## config.mk

```make
export PLATFORM = sky130hd
export DESIGN_NAME = wopt_back
export DESIGN_NICKNAME = d
export VERILOG_FILES = /design/src/rtl/wopt_pkg.sv /design/src/rtl/wopt_back.sv
export SDC_FILE = /design/constraint.sdc
export NUM_CORES = 2
export LEC_CHECK = 0
export BUFFER_PORTS_ARGS = -buffer_cell sky130_fd_sc_hd__buf_2
export CAP_MARGIN = 25
export CELL_PAD_IN_SITES_DETAIL_PLACEMENT = 1
export CELL_PAD_IN_SITES_GLOBAL_PLACEMENT = 2
export CORE_MARGIN = 2
export CORE_UTILIZATION = 35
export CTS_CLUSTER_DIAMETER = 50
export CTS_CLUSTER_SIZE = 16
export DETAILED_ROUTE_END_ITERATION = 8
export PLACE_DENSITY_LB_ADDON = 0.2
export SLEW_MARGIN = 20
export SYNTH_ARGS = -nofsm -noshare
export SYNTH_HDL_FRONTEND = slang
export SYNTH_SLANG_ARGS = --single-unit
```

## constraint.sdc

```tcl
create_clock -name clk -period 13.72 [get_ports clk]
set_clock_uncertainty 0.05 [all_clocks]
set_input_delay 2.058 -clock clk [delete_from_list [all_inputs] [get_ports clk]]
set_output_delay 2.058 -clock clk [all_outputs]
set_load 0.02 [all_outputs]
```

## src/rtl/wopt_pkg.sv

```systemverilog
// shared types, constants and the cordic angle table for the pose tracker
package wopt_pkg;

  localparam int CfgIdxW = 2;
  localparam int CfgDataW = 32;

  localparam logic [CfgIdxW-1:0] REG_LEFT_UPT = 2'd0;
  localparam logic [CfgIdxW-1:0] REG_RIGHT_UPT = 2'd1;
  localparam logic [CfgIdxW-1:0] REG_INV_BASE = 2'd2;
  localparam logic [CfgIdxW-1:0] REG_INIT_HEAD = 2'd3;

  localparam logic [23:0] LEFT_UPT_RST = 24'd559241;
  localparam logic [23:0] RIGHT_UPT_RST = 24'd559241;
  localparam logic [23:0] INV_BASE_RST = 24'd1001625;
  localparam logic signed [31:0] INIT_HEAD_RST = 32'sd421657428;

  localparam logic signed [34:0] Q28_PI = 35'sd843314857;
  localparam logic signed [34:0] Q28_TWO_PI = 35'sd1686629713;
  localparam logic signed [34:0] Q28_HALF_PI = 35'sd421657428;
  localparam logic signed [33:0] Q30_GAIN = 34'sd652032874;
  localparam int AtanCount = 28;

  typedef struct packed {
    logic [31:0] left_count;
    logic [31:0] right_count;
  } in_item_t;

  typedef struct packed {
    logic [31:0] x_position;
    logic [31:0] y_position;
    logic [31:0] heading;
    logic [31:0] distance_total;
  } out_item_t;

  // classified work handed from front to back
  typedef struct packed {
    logic signed [31:0] step;
    logic signed [31:0] heading;
  } work_t;

  typedef enum logic [2:0] {
    BK_IDLE,
    BK_ROT,
    BK_MULC,
    BK_MULS,
    BK_DONE
  } back_state_t;

  typedef enum logic [2:0] {
    FR_IDLE,
    FR_MULL,
    FR_MULR,
    FR_DIFF,
    FR_MULH,
    FR_HEAD,
    FR_PUSH
  } front_state_t;

  function automatic logic signed [34:0] atan_q28(input logic [4:0] i);
    logic signed [34:0] r;
    case (i)
      5'd0: r = 35'sd210828714;
      5'd1: r = 35'sd124459457;
      5'd2: r = 35'sd65760959;
      5'd3: r = 35'sd33381290;
      5'd4: r = 35'sd16755422;
      5'd5: r = 35'sd8385879;
      5'd6: r = 35'sd4193963;
      5'd7: r = 35'sd2097109;
      5'd8: r = 35'sd1048571;
      5'd9: r = 35'sd524287;
      default: r = (i < 5'd28) ? (35'sd1 <<< (5'd28 - i)) : 35'sd0;
    endcase
    return r;
  endfunction

endpackage

```

## src/rtl/wopt_back.sv

```systemverilog
// back part: serial cordic, position and travel accumulation, result register
module wopt_back #(
  parameter int CORDIC_STEPS = 16
) (
  input  logic                  clk,
  input  logic                  rst,
  input  logic                  rvalid,
  output logic                  rready,
  input  wopt_pkg::work_t       rdata,
  output logic                  empty,
  input  logic                  pop,
  output wopt_pkg::out_item_t   out_item
);

  localparam int Steps = (CORDIC_STEPS < wopt_pkg::AtanCount) ? CORDIC_STEPS
                                                              : wopt_pkg::AtanCount;

  wopt_pkg::back_state_t state, state_next;
  logic [4:0] iter;
  logic signed [33:0] cx, cy;
  logic signed [34:0] cz;
  logic flip;
  logic signed [31:0] step;
  logic signed [31:0] hd;
  logic [31:0] x_reg, y_reg, travel_reg;
  logic signed [65:0] prod;
  logic out_full;
  logic load_out;
  logic signed [34:0] z0, z1;
  logic signed [33:0] xs, ys;
  logic signed [33:0] mul_op;
  logic [32:0] mag;
  logic [33:0] tsum;

  assign empty = !out_full;
  assign rready = (state == wopt_pkg::BK_IDLE);
  assign load_out = (state == wopt_pkg::BK_DONE) && (!out_full || pop);

  always_comb begin
    z0 = 35'(rdata.heading);
    if (z0 >= wopt_pkg::Q28_PI) z0 = z0 - wopt_pkg::Q28_TWO_PI;
    else if (z0 < -wopt_pkg::Q28_PI) z0 = z0 + wopt_pkg::Q28_TWO_PI;
    z1 = z0;
    if (z0 > wopt_pkg::Q28_HALF_PI) z1 = z0 - wopt_pkg::Q28_PI;
    else if (z0 < -wopt_pkg::Q28_HALF_PI) z1 = z0 + wopt_pkg::Q28_PI;
    xs = cx >>> iter;
    ys = cy >>> iter;
    mul_op = (state == wopt_pkg::BK_MULC) ? (flip ? -cx : cx) : (flip ? -cy : cy);
    mag = step[31] ? 33'(-34'(step)) : 33'({1'b0, step});
    tsum = 34'(travel_reg) + 34'(mag);
  end

  always_comb begin
    state_next = state;
    case (state)
      wopt_pkg::BK_IDLE: if (rvalid) state_next = wopt_pkg::BK_ROT;
      wopt_pkg::BK_ROT: if (32'(iter) == Steps - 1) state_next = wopt_pkg::BK_MULC;
      wopt_pkg::BK_MULC: state_next = wopt_pkg::BK_MULS;
      wopt_pkg::BK_MULS: state_next = wopt_pkg::BK_DONE;
      wopt_pkg::BK_DONE: if (!out_full || pop) state_next = wopt_pkg::BK_IDLE;
      default: state_next = wopt_pkg::BK_IDLE;
    endcase
  end

  always_ff @(posedge clk) begin
    if (rst) begin
      state <= wopt_pkg::BK_IDLE;
      out_full <= 1'b0;
      x_reg <= '0;
      y_reg <= '0;
      travel_reg <= '0;
    end else begin
      state <= state_next;
      if (load_out) out_full <= 1'b1;
      else if (pop && out_full) out_full <= 1'b0;
      case (state)
        wopt_pkg::BK_IDLE: if (rvalid) begin
          cx <= wopt_pkg::Q30_GAIN;
          cy <= '0;
          cz <= z1;
          flip <= (z1 != z0);
          step <= rdata.step;
          hd <= rdata.heading;
          iter <= '0;
        end
        wopt_pkg::BK_ROT: begin
          if (!cz[34]) begin
            cx <= cx - ys;
            cy <= cy + xs;
            cz <= cz - wopt_pkg::atan_q28(iter);
          end else begin
            cx <= cx + ys;
            cy <= cy - xs;
            cz <= cz + wopt_pkg::atan_q28(iter);
          end
          iter <= iter + 5'd1;
        end
        wopt_pkg::BK_MULC: prod <= step * mul_op;
        wopt_pkg::BK_MULS: begin
          y_reg <= y_reg + 32'(prod >>> 30);
          prod <= step * mul_op;
        end
        wopt_pkg::BK_DONE: if (load_out) begin
          x_reg <= x_reg + 32'(prod >>> 30);
          travel_reg <= tsum[32] ? 32'hffffffff : tsum[31:0];
          out_item.x_position <= x_reg + 32'(prod >>> 30);
          out_item.y_position <= y_reg;
          out_item.heading <= hd;
          out_item.distance_total <= tsum[32] ? 32'hffffffff : tsum[31:0];
        end
        default: ;
      endcase
    end
  end

endmodule

```

==> reports/results.tsv <==
stage	metric	value	unit
yosys	synthesized area	72600	sq um
worst_hold_path	type of the tightest min-delay check	reg2reg	
die	num rows	167	
worst_setup_path	Setup CP Type	reg2reg	
worst_setup_path	CP required	14.12	ns
worst_setup_path	Worst path max stage delay	0.92	ns
worst_hold_path	min-delay src	hd[23]	
die	starting density of the core	0.351	
clock_network	post_cts resized	0	
yosys	Post-Syn Nets	9498	
worst_setup_path	Crit Reg-Reg Startpoint	cy[2]	
worst_setup_path	critical-path maximum fanout	32	
worst_setup_path	slowest stage cell on the critical path	nor4_1	
global_route	global routing usage on met1	0.331	
timing	final setup TNS	0	ns
die	Core ar.	207000	sq um
global_route	GR Util met2	0.415	
layout	largest registers	out_item x128, cz x35	
worst_setup_path	Reg-to-Reg End	prod[61]	
layout	share of layout cells above drive strength 1	0.0862	
global_route	met3 Use GR	0.0281	
route	final WL	256000	microns
worst_setup_path	R2R Setup Slk	1.62	ns
place	PortBufs	197	
route	vias	57700	
worst_setup_path	CP dominant cell by count	fa_1	
route	DRT antenna net count	0	
timing	Worst slew margin	0.302	
yosys	Synth Flop Type	edfxtp_1	
route	drt pass-1 iters	5	
clock_network	setup bufs post-CTS	0	
clock_network	Clock Path Buffers	3	
global_route	busiest grt layer	met2	
global_route	largest net degree at the start of global routing	84	
worst_setup_path	Setup crit end kind	flip-flop	
die	die area	211000	sq um
layout	max reg flops	128	
timing	RSZ-0062 raised after global routing	false	
yosys	share of the yosys chip area belonging to registers	0.165	
die	IO Count	198	
yosys	Async SR Flop Fraction	0	
clock_network	CTS Buf Count	77	
yosys	Yosys reg bits	433	
route	Remaining DRCs	0	
clock_network	total clock sinks	433	
timing	Final period util	0.882	
status	run status	completed	
clock_network	htree depth	3	
route	DR iter-0 viols	3379	
worst_setup_path	Critical Path End	prod[61]	
worst_setup_path	Crit. Startpoint	cy[2]	
route	vias per cell	5.42	
timing	Worst-Margin Slew	1.04	ns
global_route	number of global-route vias before repair	63400	
global_route	grt ovf	0	
yosys	Distinct cells, synth	102	
yosys	EDFF count, synth	333	
worst_setup_path	R2R cell count	34	
timing	setup violators final	0	
place	GP Congestion	0.866	
clock_network	CTS Root Cell	clkbuf_16	
clock_network	Reg clk slew, reported paths	0.06	ns
global_route	global-route wire length before repair	393000	microns
clock_network	# hold bufs at CTS	0	
timing	minimum clock period	12.10	ns
clock_network	CTS tree	done	
die	Die Y	459	microns
layout	# nets final	9439	
yosys	Mapped Cells	7936	
worst_setup_path	crit path DAT	12.50	ns
worst_setup_path	crit start category	flip-flop	
route	WL/cell	24.1	microns
job	max cap viols	0	
global_route	initial antenna violation count	19	
die	Die W	459	microns
global_route	GRT Util Overall	0.243	
timing	Pins Over Slew Limit	0	
timing	Max Clk Rate	0.0827	GHz
yosys	Yosys warning total	0	
timing	final hold vios	0	
yosys	Post-Syn Area per Cell	9.14	sq um
layout	Top reg by flops	out_item	
layout	synth-to-layout area growth	8.91	%
place	detailed placement HPWL	198000	microns
clock_network	worst skew pair latency	0.72	ns
==> logic make-up (layout without fill, tap and decap cells) <==
| family | count (synthesis) | count (layout) | share of synthesized area |
|---|---|---|---|
| AO/OA/AOI/OAI | 1265 | 1265 | 0.115 |
| XOR/XNOR | 392 | 392 | 0.0477 |
| adder cells (fa/ha/maj) | 1494 | 1494 | 0.372 |
| buffers and inverters | 1593 | 1596 | 0.0831 |
| flip-flops | 433 | 433 | 0.165 |
| multiplexers | 151 | 151 | 0.0389 |
| other | 0 | 4 | 0 |
| AND/OR/NAND/NOR | 2608 | 2608 | 0.179 |
==> synthesized netlist by cell type, types with 86 or more instances <==
library cell / number / share of area
dfxtp_1: 100 / 0.028
inv_1: 1137 / 0.059
nor3_1: 130 / 0.0090
ha_1: 392 / 0.068
a21oi_1: 359 / 0.025
mux4_2: 103 / 0.032
and2_1: 663 / 0.057
clkbuf_1: 387 / 0.020
nand2_1: 890 / 0.046
edfxtp_1: 333 / 0.14
fa_1: 1102 / 0.30
nor2_1: 419 / 0.022
nand3_1: 98 / 0.0068
xor2_1: 127 / 0.015
a21o_1: 86 / 0.0089
xnor2_1: 263 / 0.032
o21ai_0: 237 / 0.016
==> stage by stage <==
stage / utilization / setup WS [ns] / hold WS [ns] / std cells / instance area (sq um)
4_1_cts: 0.382 / 1.62 / 0.370 / 10600 / 79000
6_report: 0.382 / 1.62 / 0.369 / 10600 / 79000
2_1_floorplan: - / 3.32 / 0.350 / 7936 / 72600
3_3_place_gp: 0.369 / 1.69 / 0.351 / 10500 / 76300
5_1_grt: 0.382 / 1.04 / 0.375 / 10600 / 79000
3_5_place_dp: 0.370 / 1.61 / 0.356 / 10500 / 76400
==> critical path, delay by kind of cell (launching register included) <==
family	cells	cell delay (ns)
adders and majority gates	9	4.26
and+or+nand+nor	10	3.42
AOI/OAI and AO/OA	10	2.73
buffers and inverters	4	0.74
DFF	1	0.51
xor gates and xnor gates	1	0.13
==> how the worst min path moves through the flow <==
stage,endpoint,depth (start not counted)
6_report,out_item[55],0
3_5_place_dp,out_item[52],0
3_3_place_gp,out_item[38],0
5_1_grt,out_item[36],0
4_1_cts,out_item[48],0
2_1_floorplan,out_item[32],0
==> final cells by class <==
class	count	area, sq um
Clock buffer	86	1980
Timing Repair Buffer	317	1930
Multi-Input combinational cell	5910	54800
Antenna cell	4	10.0
Inverter	1138	4270
Tap cell	2704	3380
Sequential cell	433	12000
Fill cell	23700	128000
Clock inverter	55	633
==> cell usage in the layout, fill, tap and decap left out, drive strengths merged, types with 39 or more instances in the layout <==
cell    netlist  final
nor4         39     39
fa         1102   1102
ha          392    392
dfxtp       100    100
nor3        132    132
a211oi       58     58
a21o         86     86
mux4        103    103
clkbuf      387     87
or3          47     47
a31oi        50     50
inv        1137   1159
xnor2       265    265
a21oi       361    361
edfxtp      333    333
nand3        98     98
o21a         46     46
and3         43     43
nand2b       72     72
nor2b        51     51
xor2        127    127
o211ai       50     50
nor2        420    420
o21ai       258    258
buf          68    316
and2        665    665
nand2       890    890
==> layer usage <==
layer	vias to the layer above	wire [microns]
li1	25900	-
met5	-	89
met2	1270	123000
met1	30200	116000
met4	14	5440
met3	313	11500
Power is not shown: default switching activity piles up to over one toggle a cycle in this logic, so the estimate is an artifact.
