<file path="src/rtl/wopt_pkg.sv">
// shared types, constants and the cordic angle table for the pose tracker
package wopt_pkg;

  localparam int CfgIdxW = 2;
  localparam int CfgDataW = 32;

  localparam logic [CfgIdxW-1:0] REG_LEFT_UPT = 2'd0;
  localparam logic [CfgIdxW-1:0] REG_RIGHT_UPT = 2'd1;
  localparam logic [CfgIdxW-1:0] REG_INV_BASE = 2'd2;
  localparam logic [CfgIdxW-1:0] REG_INIT_HEAD = 2'd3;

  localparam logic [23:0] LEFT_UPT_RST = 24'd559241;
  localparam logic [23:0] RIGHT_UPT_RST = 24'd559241;
  localparam logic [23:0] INV_BASE_RST = 24'd1001625;
  localparam logic signed [31:0] INIT_HEAD_RST = 32'sd421657428;

  localparam logic signed [34:0] Q28_PI = 35'sd843314857;
  localparam logic signed [34:0] Q28_TWO_PI = 35'sd1686629713;
  localparam logic signed [34:0] Q28_HALF_PI = 35'sd421657428;
  localparam logic signed [33:0] Q30_GAIN = 34'sd652032874;
  localparam int AtanCount = 28;

  typedef struct packed {
    logic [31:0] left_count;
    logic [31:0] right_count;
  } in_item_t;

  typedef struct packed {
    logic [31:0] x_position;
    logic [31:0] y_position;
    logic [31:0] heading;
    logic [31:0] distance_total;
  } out_item_t;

  // classified work handed from front to back
  typedef struct packed {
    logic signed [31:0] step;
    logic signed [31:0] heading;
  } work_t;

  typedef enum logic [2:0] {
    BK_IDLE,
    BK_ROT,
    BK_MULC,
    BK_MULS,
    BK_DONE
  } back_state_t;

  typedef enum logic [2:0] {
    FR_IDLE,
    FR_MULL,
    FR_MULR,
    FR_DIFF,
    FR_MULH,
    FR_HEAD,
    FR_PUSH
  } front_state_t;

  function automatic logic signed [34:0] atan_q28(input logic [4:0] i);
    logic signed [34:0] r;
    case (i)
      5'd0: r = 35'sd210828714;
      5'd1: r = 35'sd124459457;
      5'd2: r = 35'sd65760959;
      5'd3: r = 35'sd33381290;
      5'd4: r = 35'sd16755422;
      5'd5: r = 35'sd8385879;
      5'd6: r = 35'sd4193963;
      5'd7: r = 35'sd2097109;
      5'd8: r = 35'sd1048571;
      5'd9: r = 35'sd524287;
      default: r = (i < 5'd28) ? (35'sd1 <<< (5'd28 - i)) : 35'sd0;
    endcase
    return r;
  endfunction

endpackage

</file>
<file path="src/rtl/wopt_queue.sv">
// two-entry queue between front and back
module wopt_queue (
  input  logic                  clk,
  input  logic                  rst,
  input  logic                  wvalid,
  output logic                  wready,
  input  wopt_pkg::work_t       wdata,
  output logic                  rvalid,
  input  logic                  rready,
  output wopt_pkg::work_t       rdata
);

  wopt_pkg::work_t mem [2];
  logic wptr, rptr;
  logic [1:0] count;
  logic do_w, do_r;

  assign wready = (count != 2'd2);
  assign rvalid = (count != 2'd0);
  assign rdata = mem[rptr];
  assign do_w = wvalid && wready;
  assign do_r = rvalid && rready;

  always_ff @(posedge clk) begin
    if (rst) begin
      wptr <= 1'b0;
      rptr <= 1'b0;
      count <= '0;
    end else begin
      if (do_w) begin
        mem[wptr] <= wdata;
        wptr <= ~wptr;
      end
      if (do_r) rptr <= ~rptr;
      count <= count + 2'(do_w) - 2'(do_r);
    end
  end

endmodule

</file>
<file path="config.mk">
export PLATFORM = sky130hd
export DESIGN_NAME = wopt_queue
export DESIGN_NICKNAME = d
export VERILOG_FILES = /design/src/rtl/wopt_pkg.sv /design/src/rtl/wopt_queue.sv
export SDC_FILE = /design/constraint.sdc
export NUM_CORES = 1
export LEC_CHECK = 0
export BUFFER_PORTS_ARGS = -buffer_cell sky130_fd_sc_hd__buf_4
export CORE_MARGIN = 4
export CORE_UTILIZATION = 54
export CTS_CLUSTER_DIAMETER = 60
export DETAILED_ROUTE_END_ITERATION = 6
export GPL_ROUTABILITY_DRIVEN = 0
export PLACE_DENSITY = 0.81
export SYNTH_ARGS = -nofsm -noshare
export SYNTH_HDL_FRONTEND = slang
export SYNTH_SLANG_ARGS = --single-unit
export TNS_END_PERCENT = 1
</file>
<file path="constraint.sdc">
create_clock -name clk -period 12.3 [get_ports clk]
set_input_delay 1.845 -clock clk [delete_from_list [all_inputs] [get_ports clk]]
set_output_delay 1.845 -clock clk [all_outputs]
set_load 0.005 [all_outputs]
</file>
==> metrics, run 1 <==
run status=finished clean; combinational family with the most area after synthesis=multiplexers; type of element capturing the critical path=primary output; clock-pin slew on the worst setup and hold paths=0.06 ns; area share of xor/xnor cells in the synthesized design=0.5095%; chain of cells forming the critical path=buf_4 > mux2_2 > buf_4; commonest cells after routing, fill and taps aside=sky130_fd_sc_hd__buf_4 (138), sky130_fd_sc_hd__edfxtp_1 (128), sky130_fd_sc_hd__mux2_4 (61); fraction of the mapped netlist area in compound gates=0.1456%; most common library cell in the layout ignoring fill and taps=sky130_fd_sc_hd__buf_4; synthesized flop and latch total=133; leak pwr=0.002699 uW; Final Net Count=443; post-CTS sizing=0; post-detailed-route wirelength per cell=17.60 um; Hold Slack=0.5402 ns; Worst Skew=0.009198 ns; number of buffers inserted for hold repair after clock tree synthesis=0; shortest period the worst path allows=4.252 ns; Netlist cell types=18; routed vias/inst=4.868; horizontal extent of the die=105.7 um; longest individual stage delay on the worst path=0.69 ns; Achievable Freq=235.2 MHz; kind of cell adding the most delay to the critical path=buffers and inverters; count of buffers from port buffering=133; WP buf/inv=2; sequential-to-total area share from yosys stat=76.47%; source-to-sink clock delay at the later pin of the worst-skew pair=0.49 ns; number of H-tree levels=4; Maximum Capacitance Violations=0; CP Data Required Time=10.45 ns; Die Span Y=105.7 um; count of final hold-check violations=0; I/O pin count=134; number of DRC violations after detailed routing=0; wire length of the first global-routing pass=13.79 mm; die area=11180 um^2; arrival time worst endpoint=2.41 ns; Root Buffer=sky130_fd_sc_hd__clkbuf_8; detailed-route via count=2507; type of the worst setup path=reg -> out; instance count of the mapped netlist=223; share of synthesized area spent on multiplexers=18.63%; Crit-path slowest cell=sky130_fd_sc_hd__dfxtp_4; filler cell count in the final layout=571; area of combinational cells with multiple inputs=1089 um^2; simple-gate portion of the synthesized area=1.140%; layout cells sized above 1=61.66%; final clock period utilization by the worst path=34.57%; remaining number of nets flagged by the antenna check after routing=0; number of design-rule violations left by the first detailed-router iteration=53; worst slew margin relative to its limit=55.02%; slew at the pin closest to its max-slew limit=0.6747 ns; sequential cell area=3948 um^2; yosys warns=0; pin count of the biggest net entering global routing=37; Max Slew Vio Count=0; ratio of total power to cell area=200.7 nW/um^2; TritonCTS clock tree=done; unrepaired setup endpoints after global routing=no; Worst VDD drop=121.3 uV; gr ovfl total=0; adder-cell share of the synthesized area=0.4852%; DR pass1 iterations=4; clock sink total=133; CP max FO=36; deepest clock path buffer count=2; Hold Crit Class=reg -> reg; overall routing resource usage=16.54%; count of buffers added by post-CTS timing repair for setup=0; placed wire-length estimate=6.030 mm; Mapped Nets=293; CORE AREA=9284 um^2; area overhead of the layout relative to synthesis=33.28%; final total negative setup slack=0 ns; post-detailed-placement cell area=6237 um^2; # diodes=0; Avg Inst Size Synth=23.13 um^2; final WL=9.063 mm; number of global-route vias before repair=2722; total clock buffers created by CTS=17; standard-cell rows=35; cell area after layout=6874 um^2; Synth Cell Area=5157 um^2; antenna violations before repair=0; most numerous cell on the critical path=sky130_fd_sc_hd__buf_4; category of the worst setup path launch point=flip-flop; final setup violation count=0; Starting Density=55.55%
[layout make-up]
type                            instances  area share [%]
Clock buffer                           20           6.334
Clock inverter                         12           2.930
Inverter                                1         0.05461
Multi-Input combinational cell         82           15.84
Sequential cell                       133           57.43
Tap cell                              129           2.348
Timing Repair Buffer                  138           15.07
[cells by family after synthesis]
kind of cell / count (synthesis)
DFF: 133
xor gates and xnor gates: 3
adders and majority gates: 2
and+or+nand+nor: 11
AOI/OAI and AO/OA: 1
muxes: 65
buffers and inverters: 8
[metrics by stage]
step / utilization [%] / cells / setup slack (ns) / total power [uW]
3_3_place_gp: 67.18 / 483 / 8.560 / 852.7
3_5_place_dp: 67.18 / 483 / 8.546 / 861.7
4_1_cts: 74.04 / 515 / 8.008 / 1395
2_1_floorplan: - / 223 / 5.127 / 761.2
6_report: 74.04 / 515 / 8.048 / 1380
5_1_grt: 74.04 / 515 / 7.930 / 1432
[report_power, final]
part / internal [uW] / switching (uW) / total, uW
Clock: 356 / 176 / 532
Sequential: 540 / 28.0 / 568
Combinational: 178 / 101 / 280
[worst min-delay path: stages, from the launching register on]
cell and delay, ns:
sky130_fd_sc_hd__dfxtp_1 0.33, sky130_fd_sc_hd__xnor2_1 0.10, sky130_fd_sc_hd__nor2_1 0.08
[cell usage after synthesis]
cell / instances / area (um^2)
sky130_fd_sc_hd__buf_12: 6 / 120.1
sky130_fd_sc_hd__buf_6: 1 / 11.26
sky130_fd_sc_hd__dfxtp_1: 5 / 100.1
sky130_fd_sc_hd__edfxtp_1: 128 / 3844
sky130_fd_sc_hd__ha_1: 2 / 25.02
sky130_fd_sc_hd__inv_1: 1 / 3.750
sky130_fd_sc_hd__mux2_2: 4 / 45.04
sky130_fd_sc_hd__mux2_4: 61 / 915.9
sky130_fd_sc_hd__nand2_2: 1 / 6.260
sky130_fd_sc_hd__nand2b_1: 1 / 6.260
sky130_fd_sc_hd__nor2_1: 4 / 15.01
sky130_fd_sc_hd__nor2b_1: 2 / 12.51
sky130_fd_sc_hd__nor3_1: 1 / 5.000
sky130_fd_sc_hd__nor3b_1: 1 / 7.510
sky130_fd_sc_hd__o21a_1: 1 / 7.510
sky130_fd_sc_hd__or2_2: 1 / 6.260
sky130_fd_sc_hd__xnor2_1: 2 / 17.52
sky130_fd_sc_hd__xor2_1: 1 / 8.760
[metal layers]
layer  GRT usage [%]  wire length, um  vias up
li1                -                -     1176
met1           17.40             3422     1245
met2           30.74             5059       80
met3           5.389              500        6
met4           5.828               80        0
met5               0                0        -
[state kept, by name (all words and copies together) (netlist names), named ones only]
register  count
wptr          1
count         2
mem         128
rptr          1
[worst paths after layout]
kind / from / end / slack, ns / depth (start not counted)
setup / recovery: flip-flop / rdata[63] / 8.05 / 3
hold / removal: rptr$_SDFFE_PP0P_ / rptr$_SDFFE_PP0P_ / 0.54 / 2
setup reg to reg: count[0]$_SDFF_PP0_ / mem[1][63]$_DFFE_PP_ / 10.56 / 4
hold reg to reg: rptr$_SDFFE_PP0P_ / rptr$_SDFFE_PP0P_ / 0.54 / 2
Note: power is estimated with default switching activity, not from simulation.
==> run 2, diff against run 1 <==
- CORE_UTILIZATION: 54 -> 47
- PLACE_DENSITY: 0.81 -> 0.75
- clock period: 12.3 -> 3.56 ns (I/O delays scaled with it)
==> metrics, run 2 (synthesis results as in run 1) <==
filler cell count in the final layout=746 (+31%); DR pass1 iterations=4 (unchanged); Achievable Freq=386.2 MHz; count of buffers added by post-CTS timing repair for setup=0 (unchanged); Reg with most FFs=mem; Starting Density=49.08% (-6.5 points); Worst Skew=0.01193 ns (+0.002733 ns); overall routing resource usage=13.67% (-2.9 points); busiest metal layer after global routing=met2; number of global-route vias before repair=2578 (-5.3%); wire length of the first global-routing pass=12.96 mm (-6.0%); detailed-route via count=2520 (+0.52%); worst slew margin relative to its limit=62.92% (+7.9 points); final total negative setup slack=0 ns (unchanged); global routing met1 resource utilization=16.39% (-1.0 points); Hold Slack=0.2020 ns (-0.3382 ns); ratio of total power to cell area=659.3 nW/um^2 (+230%); post-CTS sizing=0 (unchanged); Hold Crit Class=in -> reg; post-detailed-route wirelength per cell=16.48 um (-6.4%); slew at the pin closest to its max-slew limit=0.5563 ns (-0.1184 ns); count of buffers from port buffering=133 (unchanged); Power, Total=4496 uW (+230%); unrepaired setup endpoints after global routing=no; gr ovfl total=0 (unchanged); layout cells sized above 1=62.18% (+0.52 points); final setup violation count=0 (unchanged); area of combinational cells with multiple inputs=1101 um^2 (+1.2%); shortest period the worst path allows=2.589 ns; # diodes=0 (unchanged); instance count after placement with tap cells included=490 (+1.4%); Max Slew Vio Count=0 (unchanged); TritonCTS clock tree=done; Crit-path slowest cell=sky130_fd_sc_hd__dfxtp_4; leak pwr=0.002654 uW (-1.7%); placed wire-length estimate=5.806 mm (-3.7%); fraction of met2 tracks used by global routing=21.64% (-9.1 points); cell area after layout=6819 um^2 (-0.80%); antenna violations before repair=0 (unchanged); type of element capturing the critical path=primary output; final std cells w/o fill=522 (+1.4%); die area=12710 um^2 (+14%); final clock period utilization by the worst path=72.73%; routed vias/inst=4.828 (-0.83%); Root Buffer=sky130_fd_sc_hd__clkbuf_8; longest individual stage delay on the worst path=0.68 ns (about the same); I/O pin count=134 (unchanged); deepest clock path buffer count=2 (unchanged); final WL=8.601 mm (-5.1%); run status=finished clean; number of H-tree levels=4 (unchanged); source-to-sink clock delay at the later pin of the worst-skew pair=0.51 ns (+0.02 ns); commonest cells after routing, fill and taps aside=sky130_fd_sc_hd__buf_4 (137), sky130_fd_sc_hd__edfxtp_1 (128), sky130_fd_sc_hd__mux2_4 (61); Worst VDD drop=405.0 uV (+230%); CP Data Required Time=3.03 ns (-7.42 ns); arrival time worst endpoint=2.06 ns (-0.35 ns); Maximum Capacitance Violations=0 (unchanged); pin count of the biggest net entering global routing=43 (+16%); number of design-rule violations left by the first detailed-router iteration=134 (+150%); post-detailed-placement cell area=6271 um^2 (+0.54%); remaining number of nets flagged by the antenna check after routing=0 (unchanged); horizontal extent of the die=112.8 um (+6.6%); chain of cells forming the critical path=buf_12 > mux2_2 > buf_4; clock-pin slew on the worst setup and hold paths=0.06 ns (about the same); type of the worst setup path=reg -> out; area overhead of the layout relative to synthesis=32.22%; standard-cell rows=37 (+5.7%); Die Span Y=112.8 um (+6.6%); Final Net Count=443 (unchanged); global routing met3 resource utilization=5.134% (-0.26 points); Regs by FF count=mem: 128 flops, count: 2 flops; category of the worst setup path launch point=flip-flop; count of final hold-check violations=0 (unchanged); most common library cell in the layout ignoring fill and taps=sky130_fd_sc_hd__buf_4; clock sink total=133 (unchanged); total clock buffers created by CTS=17 (unchanged); CORE AREA=10510 um^2 (+13%); CP max FO=38 (+5.6%); number of buffers inserted for hold repair after clock tree synthesis=0 (unchanged); number of DRC violations after detailed routing=0 (unchanged); flip-flop count of the largest register after layout=128 (unchanged); sequential cell area=3948 um^2 (unchanged)
run 2: layer usage:
metal  share of wire (%)  wire, um  vias to the layer above
met3                 8.2       701                       13
met1                  41      3515                     1221
li1                    -         -                     1184
met4                 1.7       150                        0
met5                   0         0                        -
met2                  49      4234                      102
run 2: area by class of cell:
cell class,count,area share (%)
Multi-Input combinational cell,82,16.15
Tap cell,136,2.495
Clock inverter,15,1.963
Timing Repair Buffer,138,15.38
Sequential cell,133,57.89
Clock buffer,17,6.073
Inverter,1,0.05505
run 2: worst paths after layout:
| kind | startpoint | end | slack [ns] | cells after the start |
|---|---|---|---|---|
| worst min-delay path | wdata[31] | mem[1][31]$_DFFE_PP_ | 0.20 | 1 |
| worst max register to register | count[0]$_SDFF_PP0_ | mem[1][33]$_DFFE_PP_ | 1.78 | 4 |
| worst min register to register | rptr$_SDFFE_PP0P_ | rptr$_SDFFE_PP0P_ | 0.52 | 2 |
| worst max-delay path | flip-flop | rdata[1] | 0.97 | 3 |
run 2: power by group:
| part | total [uW] | switching [uW] | internal [uW] |
|---|---|---|---|
| sequential | 1960 | 94.9 | 1870 |
| combinational | 974 | 349 | 625 |
| clock | 1560 | 635 | 925 |
| total | 4500 | 1080 | 3420 |
run 2: through the flow:
step           utilization [%]  worst slack (ns)
6_report                 64.89            0.9708
3_5_place_dp             59.67             1.468
5_1_grt                  64.89            0.8519
4_1_cts                  64.89            0.9144
3_3_place_gp             59.67             1.466
2_1_floorplan                -          -0.03679
run 2: worst max-delay path: cells and delay by family (launching register included):
family,cells,cell delay [ns]
mux,1,0.37
flops,1,0.68
buf+inv,2,0.49
==> run 3, diff against run 2 <==
- clock period: 3.56 -> 2.2 ns (I/O delays scaled with it)
==> metrics, run 3 (synthesis results as in run 1) <==
pin count of the biggest net entering global routing=51 (+19%); Crit-path slowest cell=sky130_fd_sc_hd__dfxtp_4; final setup violation count=0 (unchanged); launch instance of the worst min-delay path=rst; most common library cell in the layout ignoring fill and taps=sky130_fd_sc_hd__buf_4; layout cells sized above 1=53.64% (-8.5 points); Max Slew Vio Count=0 (unchanged); wire length of the first global-routing pass=14.92 mm (+15%); Regs by FF count=mem: 128 flops, count: 2 flops; die area=12710 um^2 (unchanged); CP Data Required Time=1.87 ns (-1.16 ns); gr ovfl total=0 (unchanged); run status=finished clean; Maximum Capacitance Violations=0 (unchanged); origin of the critical flop-to-flop path=count[0]$_SDFF_PP0_; longest individual stage delay on the worst path=0.39 ns (-0.29 ns); # diodes=0 (unchanged); final std cells w/o fill=589 (+13%); clock group share of total power=34.4% (-0.3 points); source-to-sink clock delay at the later pin of the worst-skew pair=0.51 ns (about the same); Die Span Y=112.8 um (unchanged); Worst Skew=0.004294 ns (-0.007637 ns); Power, Total=7522 uW (+67%); Root Buffer=sky130_fd_sc_hd__clkbuf_8; clock sink total=133 (unchanged); deepest clock path buffer count=2 (unchanged); area overhead of the layout relative to synthesis=45.97%; chain of cells forming the critical path=buf_12 > mux2_4 > buf_4; clock-pin slew on the worst setup and hold paths=0.06 ns (about the same); Final Net Count=510 (+15%); slew at the pin closest to its max-slew limit=0.5123 ns (-0.04392 ns); combinational power share=24.3% (+2.6 points); CP max FO=32 (-16%); CORE AREA=10510 um^2 (unchanged); placed wire-length estimate=5.807 mm (about the same); switching power as a share of total power=23.46% (-0.53 points); overall routing resource usage=15.58% (+1.9 points); Achievable Freq=502.3 MHz; leak pwr=0.002953 uW (+11%); DR pass1 iterations=4 (unchanged); flip-flop count of the largest register after layout=128 (unchanged); final WL=9.549 mm (+11%); reported net switching power=1764 uW (+64%); WP buf/inv=2 (unchanged); count of buffers from port buffering=133 (unchanged); instance count after placement with tap cells included=491 (+0.20%); final clock period utilization by the worst path=90.49%; total clock buffers created by CTS=17 (unchanged); count of final hold-check violations=0 (unchanged); number of design-rule violations left by the first detailed-router iteration=115 (-14%); filler cell count in the final layout=632 (-15%); Flop pwr share=41.2% (-2.4 points); antenna violations before repair=1 (+1); TritonCTS clock tree=done; arrival time worst endpoint=1.66 ns (-0.40 ns); commonest cells after routing, fill and taps aside=sky130_fd_sc_hd__buf_4 (138), sky130_fd_sc_hd__edfxtp_1 (128), sky130_fd_sc_hd__dlygate4sd3_1 (64); routed vias/inst=4.679 (-3.1%); Reg with most FFs=mem; category of the worst setup path launch point=flip-flop; kind of cell adding the most delay to the critical path=flip-flops; I/O pin count=134 (unchanged); Hold Crit Class=in -> reg; number of H-tree levels=4 (unchanged); shortest period the worst path allows=1.991 ns; number of global-route vias before repair=2971 (+15%); final total negative setup slack=0 ns (unchanged); type of the worst setup path=reg -> out; number of DRC violations after detailed routing=0 (unchanged); standard-cell rows=37 (unchanged); remaining number of nets flagged by the antenna check after routing=0 (unchanged); horizontal extent of the die=112.8 um (unchanged); type of element capturing the critical path=primary output; Worst VDD drop=714.2 uV (+76%); worst slew margin relative to its limit=65.84% (+2.9 points); detailed-route via count=2756 (+9.4%); ratio of total power to cell area=999.2 nW/um^2 (+52%); unrepaired setup endpoints after global routing=no; post-detailed-route wirelength per cell=16.21 um (-1.6%); Internal Pwr Total=5758 uW (+68%); Starting Density=49.08% (unchanged); post-CTS sizing=0 (unchanged)
## run 3: cell types whose count changed in the layout (fill, tap and decap cells not counted), moves of 2 or more
cell,before,now
sky130_fd_sc_hd__dlygate4sd3_1,0,64
sky130_fd_sc_hd__buf_12,1,3
sky130_fd_sc_hd__clkinv_4,3,1
sky130_fd_sc_hd__inv_6,2,0
## run 3: through the flow
step / setup WS [ns] / hold WS, ns / area (um^2) / util, %
after floorplan: -0.4441 / 0.3942 / 5194 / -
after global placement: 0.5484 / 0.4964 / 6317 / 60.11
after detailed placement: 0.5373 / 0.5047 / 6317 / 60.11
after CTS: 0.1919 / 0.05531 / 7528 / 71.64
after global routing: 0.1495 / 0.06198 / 7528 / 71.64
final: 0.2092 / 0.07498 / 7528 / 71.64
## run 3: power groups by stage
| stage | logic [uW] | clock network (uW) | registers [uW] |
|---|---|---|---|
| after floorplan | 1130 | 0 | 3130 |
| after global placement | 1680 | 0 | 3180 |
| after detailed placement | 1690 | 0 | 3190 |
| after CTS | 1850 | 2640 | 3100 |
| after global routing | 1970 | 2780 | 3120 |
| final | 1830 | 2590 | 3100 |
## run 3: path summary, 6_finish.rpt
kind	slack, ns	depth (start not counted)	endpoint
min	0.07	2	count[0]$_SDFF_PP0_
max	0.21	3	rdata[42]
max reg2reg	0.57	4	mem[1][13]$_DFFE_PP_
min reg2reg	0.52	2	rptr$_SDFFE_PP0P_
## run 3: timing repair
item / 4_1_cts / 5_1_grt
hold buffers: 64 / 0
hold endpoints to repair: 127 / 0
endpoints found under the setup margin: 31 / 0
buffers inserted: 2 / 0
## run 3: area by class of cell
type / count / area, um^2 / area share [%]
clock buffer: 18 / 417.9 / 5.551
clock inverter: 14 / 137.6 / 1.828
inverter: 1 / 3.754 / 0.04986
multi-input combinational: 82 / 1114 / 14.79
sequential: 133 / 3949 / 52.45
tap: 136 / 170.2 / 2.260
timing repair buffer: 205 / 1737 / 23.07
## run 3: worst reg2reg max path, stage by stage, from the launching register on
cell                       delay, ns
sky130_fd_sc_hd__dfxtp_2        0.35
sky130_fd_sc_hd__nand2b_4       0.15
sky130_fd_sc_hd__nand2_4        0.08
sky130_fd_sc_hd__nor3b_4        0.20
sky130_fd_sc_hd__buf_4          0.47
## run 3: layer usage
metal  global-route usage, %  share of wire (%)  vias up
met1                   17.62                 40     1325
li1                        -                  -     1313
met2                   27.01                 51      100
met3                   5.348                7.4       16
met4                   6.330                1.8        2
met5                       0              0.073        -
